**config.mk**
```make
export PLATFORM = sky130hd
export DESIGN_NAME = hrss_ctrl
export DESIGN_NICKNAME = d
export VERILOG_FILES = /design/src/hw/rtl/hrss_pkg.sv /design/src/hw/rtl/hrss_ctrl.sv
export SDC_FILE = /design/constraint.sdc
export NUM_CORES = 1
export LEC_CHECK = 0
export BUFFER_PORTS_ARGS = -buffer_cell sky130_fd_sc_hd__buf_2
export CAP_MARGIN = 20
export CORE_AREA = 2 2 39 41
export DETAILED_ROUTE_END_ITERATION = 12
export DIE_AREA = 0 0 41 43
export SYNTH_ARGS = -nofsm -noshare
export SYNTH_HDL_FRONTEND = slang
export SYNTH_SLANG_ARGS = --single-unit
```
**constraint.sdc**
```tcl
create_clock -name clock -period 1.2 [get_ports clock]
set_input_delay 0.06 -clock clock [delete_from_list [all_inputs] [get_ports clock]]
set_output_delay 0.06 -clock clock [all_outputs]
set_load 0.02 [all_outputs]
```
**src/hw/rtl/hrss_pkg.sv**
```systemverilog
// Package for the hash ring server selector: widths, field layout, register
// indexes, controller states and the command/status structs.
// Depends on nothing; every other file of the block imports it.
package hrss_pkg;

   // Table and field sizes.
   localparam int MAX_POINTS  = 4096;
   localparam int MAX_SERVERS = 256;
   localparam int SLOT_W      = $clog2(MAX_POINTS);
   localparam int CNT_W       = $clog2(MAX_POINTS) + 1;
   localparam int DIV_W       = $clog2(MAX_SERVERS) + 1;
   localparam int POS_W       = 32;
   localparam int SRV_W       = 8;
   localparam int HASH_W      = 32;

   // Request tdata layout, lowest field first, padded to whole bytes.
   localparam int SLOT_LSB    = 0;
   localparam int POS_LSB     = SLOT_LSB + SLOT_W;
   localparam int SRV_LSB     = POS_LSB + POS_W;
   localparam int HASH_LSB    = SRV_LSB + SRV_W;
   localparam int REQ_BITS    = HASH_LSB + HASH_W;
   localparam int REQ_TDATA_W = ((REQ_BITS + 7) / 8) * 8;
   localparam int RSP_TDATA_W = ((SRV_W + 7) / 8) * 8;

   // Configuration port.
   localparam int CSR_IDX_W = 2;
   localparam int CSR_W     = CNT_W;
   localparam logic [CSR_IDX_W-1:0] CSR_MODE    = 2'd0;
   localparam logic [CSR_IDX_W-1:0] CSR_POINTS  = 2'd1;
   localparam logic [CSR_IDX_W-1:0] CSR_SERVERS = 2'd2;

   // Codes carried by the request kind and the mode register.
   localparam logic REQ_WRITE   = 1'b0;
   localparam logic REQ_LOOKUP  = 1'b1;
   localparam logic MODE_RING   = 1'b0;
   localparam logic MODE_MODULO = 1'b1;

   // Remainder unit: two quotient bits per step.
   localparam int DIV_STEPS = HASH_W / 2;
   localparam int DSTEP_W   = $clog2(DIV_STEPS);

   typedef enum logic [2:0] {
      ST_IDLE,
      ST_SEARCH_RD,
      ST_SEARCH_CMP,
      ST_FETCH_WAIT,
      ST_DIVIDE,
      ST_RESULT
   } hrss_state_type;

   // Commands from the controller to the datapath.
   typedef struct packed {
      logic start;       // latch a lookup request and prime search and divider
      logic write;       // store one ring point
      logic rd_mid;      // read the probe point and remember its index
      logic rd_final;    // read the point that owns the hash
      logic cmp;         // narrow the search window
      logic fetch_load;  // capture the owning server
      logic div_step;    // advance the remainder unit
      logic out_load;    // move the result into the output register
   } hrss_cmd_type;

   // Status from the datapath to the controller.
   typedef struct packed {
      logic modulo_mode;
      logic ring_empty;
      logic search_open;
      logic div_last;
      logic out_free;
   } hrss_status_type;

endpackage

```
**src/hw/rtl/hrss_ctrl.sv**
```systemverilog
// Controller of the hash ring server selector: accepts requests and steps
// the datapath through a ring search or a remainder calculation.
// Depends on hrss_pkg.
module hrss_ctrl (
   input  logic                      clock,
   input  logic                      reset,
   input  logic                      req_tvalid,
   output logic                      req_tready,
   input  logic [0:0]                req_tuser,
   input  hrss_pkg::hrss_status_type status,
   output hrss_pkg::hrss_cmd_type    cmd
);
   import hrss_pkg::*;

   hrss_state_type state_ff, state_in;
   logic           accept;

   assign accept = req_tvalid && (state_ff == ST_IDLE);

   always_ff @(posedge clock) begin
      if (reset) begin
         state_ff <= ST_IDLE;
      end else begin
         state_ff <= state_in;
      end
   end

   // Next state.
   always_comb begin
      state_in = state_ff;
      unique case (state_ff)
         ST_IDLE: begin
            if (accept && req_tuser[0] == REQ_LOOKUP) begin
               if (status.modulo_mode) begin
                  state_in = ST_DIVIDE;
               end else if (status.ring_empty) begin
                  state_in = ST_RESULT;
               end else begin
                  state_in = ST_SEARCH_RD;
               end
            end
         end
         ST_SEARCH_RD: begin
            state_in = status.search_open ? ST_SEARCH_CMP : ST_FETCH_WAIT;
         end
         ST_SEARCH_CMP: state_in = ST_SEARCH_RD;
         ST_FETCH_WAIT: state_in = ST_RESULT;
         ST_DIVIDE: begin
            if (status.div_last) begin
               state_in = ST_RESULT;
            end
         end
         ST_RESULT: begin
            if (status.out_free) begin
               state_in = ST_IDLE;
            end
         end
         default: state_in = ST_IDLE;
      endcase
   end

   // Outputs.
   always_comb begin
      cmd        = '0;
      req_tready = 1'b0;
      unique case (state_ff)
         ST_IDLE: begin
            req_tready = 1'b1;
            if (accept) begin
               if (req_tuser[0] == REQ_LOOKUP) begin
                  cmd.start = 1'b1;
               end else begin
                  cmd.write = 1'b1;
               end
            end
         end
         ST_SEARCH_RD: begin
            if (status.search_open) begin
               cmd.rd_mid = 1'b1;
            end else begin
               cmd.rd_final = 1'b1;
            end
         end
         ST_SEARCH_CMP: cmd.cmp        = 1'b1;
         ST_FETCH_WAIT: cmd.fetch_load = 1'b1;
         ST_DIVIDE:     cmd.div_step   = 1'b1;
         ST_RESULT:     cmd.out_load   = status.out_free;
         default: ;
      endcase
   end

endmodule

```
Word-level counts from Yosys, hierarchy flattened:

Index checks and enable logic that the tools add are counted.

* logic and storage cells: 32
* input bits: 9
* flip-flop bits (word level): 3

* mux-type cells: 19
* equal/unequal tests: 8
* reductions and logical operators: 4

Operators by type and width (number)
* one-hot mux 3 bit (6 select lines): 1
* 2-to-1 mux 3 bit: 5
* 2-to-1 mux 1 bit: 10
* == test 3 x 2 -> 1 bit (second input constant): 2
* == test 3 bit (second input constant): 2
* 2-to-1 mux 2 bit: 3
* != test 2 bit (second input constant): 2
* == test 3 x 1 -> 1 bit (second input constant): 1
* zero test 3 bit: 1
* AND reduction 3 bit: 1
* logical AND 1 bit: 2
* != test 2 x 1 -> 1 bit (second input constant): 1

Logic depth before layout (Yosys ltp):

* depth in word-level cells: 5
* mapped depth: 4
* mapped depth without buffers: 3

Worst setup path before layout:

OpenSTA, ideal clock, no wires.

* path type: flip-flop to output port
* start: reg state_ff[0]
* end: out cmd[6] (netlist name)
* arrival: 1.187 ns
* path slack: -0.047 ns
* buffers on the path: 1
* data required time: 1.140 ns
* cell stages (with the launch flop): 4
* path through: dfxtp_1 buf_2 nor3_2 and3b_1

RTL lines
* start: declaration: RTL line hrss_ctrl.sv:15 `hrss_state_type state_ff, state_in;`
* start signal: assignment: RTL line hrss_ctrl.sv:24 `state_ff <= state_in;`
* end: declaration: RTL line hrss_ctrl.sv:11 `output hrss_pkg::hrss_cmd_type cmd`

==> impl.org <==
** Timing
- The final critical path takes up between 90% and 100% of the cycle.
- RSZ-0062 raised after global routing :: yes
- Minimum period implied by the final worst setup slack :: between 1 and 1.5 ns
- In the final timing run, aggregate negative setup slack is 0 ns.
- Static timing analysis puts the maximum clock frequency at 0.838 GHz.
- Clock Skews :: 0.00429 ns
- Slew @ Worst Pin :: 0.236 ns
- Final setup violation count :: 0
- Max-slew violation count :: 0
- The number of failing hold endpoints at the final stage was 0.
- Relative slew slack :: between 80% and 90%

** Worst setup path
- Maximum net fanout on the critical path :: 5
- Data required time of the worst path :: approximately 1.1 ns
- The worst setup path is launched from a register.
- The worst setup path is captured at an output port.
- Data arrival time of the critical path :: between 1 and 1.5 ns
- The critical path is of the register to output port type.

** Clock tree
- For this design, the sink count on the clock tree is 3.
- Clock transition at path regs :: roughly 0.04 ns
- In this run the number of H-tree levels came out at 1.
- CTS root buffer :: sky130_fd_sc_hd__clkbuf_4
- No sink is reached through more buffers than the 2 on the longest clock path.
- TritonCTS built the clock tree.
- Number of buffers inserted during clock tree synthesis :: 3
- Clock latency on the worst-skew pair :: 0.23 ns

** Final layout
- Compared with the post-synthesis result, the final layout area differs by 101%.
- Fill cells in the final layout number 156.
- Biggest registers after layout :: state_ff (3)
- Register with the highest flop count :: state_ff
- Share of cells above drive strength 1 :: between 60% and 70%
- Largest register FFs :: 3
- Footprint of the flip-flops and latches :: ~70 um^2
- Antenna cell count :: 0
- Summing all multi-input logic gate instances after layout gives around 170 um^2.
- Excluding fillers, the count of instances in the completed layout stands at 70.
- Fin nets :: 64

** Route
- Residual DRC count :: 0
- Using the TritonRoute via totals, the vias-per-cell ratio works out to 4.24.
- In this run the remaining antenna-violating nets after routing total 0.
- After detailed routing, the average wire length per cell comes to roughly 9.3 um.
- Total routed wirelength :: 653 um
- DRT iter0 DRCs :: 2
- Number of detailed-route iterations in the first pass :: 4
- For this block, the via count after detailed routing is ~300.

** Floorplanning
- The floorplan step set the die height to ~43 um.
- The floorplan step set the die width to ~40 um.
- Number of placement rows :: 14
- After floorplanning, the core was sized to cover ~1400 um^2.
- Number of I/O pins :: 18
- Full die area :: ~1800 um^2
- For this configuration, the core starts out at a cell density of 15.8%.

** GRT
- Antenna violations before repair :: 0
- The first global-routing pass estimated ~990 um of wire.
- Combined global-route utilization of all metal layers :: 9.34%
- Entering global routing, the biggest net connects 10 pins.
- Via count of the first global-routing pass :: approximately 260
- Overall overflow remaining after global route :: 0

** Yosys
- Post-synth design cell area :: 219 um^2
- Syn Nets :: 37
- Number of different library cells in the post-synthesis netlist :: 18
- Number of flip-flops and latches in the synthesized netlist :: 3
- Post-Synthesis Cells :: 28
- Proportion of synthesized chip area in sequential cells :: between 20% and 30%
- Averaged over all synthesized cells, the footprint is ~8 um^2.
- Count of yosys warnings during synthesis :: 0

** Run status
- The run finished with clean final reports.

** Placed design
- Number of placed instances, taps included :: 60
- Number of buffers inserted by port buffering :: 17
- Half-perimeter wire length after placement :: 461 um
- Routability-driven placement congestion ratio :: ~0.65

** Power and ir drop
- The worst-case IR drop observed on VDD is approximately 0.41 mV.
- Power spread over the standard cell area amounts to around 1500 nW/um^2.
- LEAKAGE :: about 0.22 nW
- Total power for the finished layout comes to approximately 650 uW.

** Job
- Maximum Capacitance Violations :: 0

** Worst hold path
- The path class of the tightest hold or removal check is input port to register.
[synthesized netlist by cell type, drive strengths merged]
| master | n | area, um^2 |
|---|---|---|
| nor2 | 6 | 22.5 |
| dfxtp | 3 | 60.1 |
| nand2 | 3 | 11.3 |
| and3 | 2 | 17.5 |
| and3b | 2 | 17.5 |
| nor3 | 2 | 15.0 |
| a2111oi | 1 | 15.0 |
| a21oi | 1 | 5.00 |
| buf | 1 | 5.00 |
| inv | 1 | 3.75 |
| nand2b | 1 | 6.26 |
| o211a | 1 | 10.0 |
| o211ai | 1 | 7.51 |
| o21a | 1 | 7.51 |
| o21ai | 1 | 5.00 |
| o21ba | 1 | 10.0 |
[final timing paths]
check	end	from	slack, ns	depth (start not counted)
max	cmd[7]	state_ff[0]	0.007	3
min	state_ff[0]	status[4]	0.13	3
max reg2reg	state_ff[0]	state_ff[0]	0.06	4
min reg2reg	state_ff[2]	state_ff[0]	0.57	3
[layout by cell type (no fill, tap or decap), drive strengths merged]
master,netlist,layout
buf,1,22
nor2,6,6
clkbuf,0,4
nand2,3,3
dfxtp,3,3
and3b,2,2
and3,2,2
nor3,2,2
inv,1,1
nand2b,1,1
o211a,1,1
o21ai,1,1
o21ba,1,1
a21oi,1,1
o211ai,1,1
o21a,1,1
a2111oi,1,1
dlygate4sd3,0,1
[layer usage]
layer / wire length (um) / vias up / GRT usage (%)
met3: 50 / 2 / 4.71
met4: 19 / 0 / 12.0
li1: - / 153 / -
met2: 330 / 13 / 10.9
met1: 252 / 129 / 9.97
met5: 0 / - / 0
[critical path: stages (launching register included)]
cell                      delay (ns)
sky130_fd_sc_hd__dfxtp_4        0.35
sky130_fd_sc_hd__nor3_4         0.22
sky130_fd_sc_hd__and3_4         0.21
sky130_fd_sc_hd__buf_6          0.11
[cell type report]
class,instances,area share [%]
Multi-Input combinational cell,23,38.4
Inverter,1,0.852
Tap cell,16,4.55
Clock buffer,4,5.97
Sequential cell,3,15.6
Timing Repair Buffer,23,34.7
[kinds of logic (layout without fill, tap and decap cells)]
family / after synthesis / count (layout) / synth area share [%]
buf+inv: 2 / 28 / 4.00
flops: 3 / 3 / 27.4
compound gates: 7 / 7 / 27.4
simple gates: 16 / 16 / 41.1
[power breakdown]
part           switching, mW  internal, mW
clock                 0.0537         0.125
combinational          0.155         0.162
sequential            0.0303         0.125
[through the flow]
| step | instance area [um^2] | hold slack (ns) | setup slack, ns | util (%) |
|---|---|---|---|---|
| after CTS | 380 | 0.00348 | -0.00481 | 27.5 |
| after global routing | 440 | 0.121 | -0.0647 | 31.8 |
| final | 440 | 0.129 | 0.00689 | 31.8 |
| after floorplan | 225 | 0.129 | 0.0629 | - |
| after detailed placement | 325 | 0.264 | 0.0701 | 23.5 |
| after global placement | 325 | 0.267 | 0.0824 | 23.5 |
[repair_timing]
action                     in CTS  in global routing
hold endpoints to repair        0                  2
resized for setup               6                  9
cloned                          0                  0
setup endpoints to repair       4                  5
pin swaps                       2                  3
buffers inserted                2                  3
hold buffers                    0                  1
No activity file was read; power rests on OpenSTA's default activity.
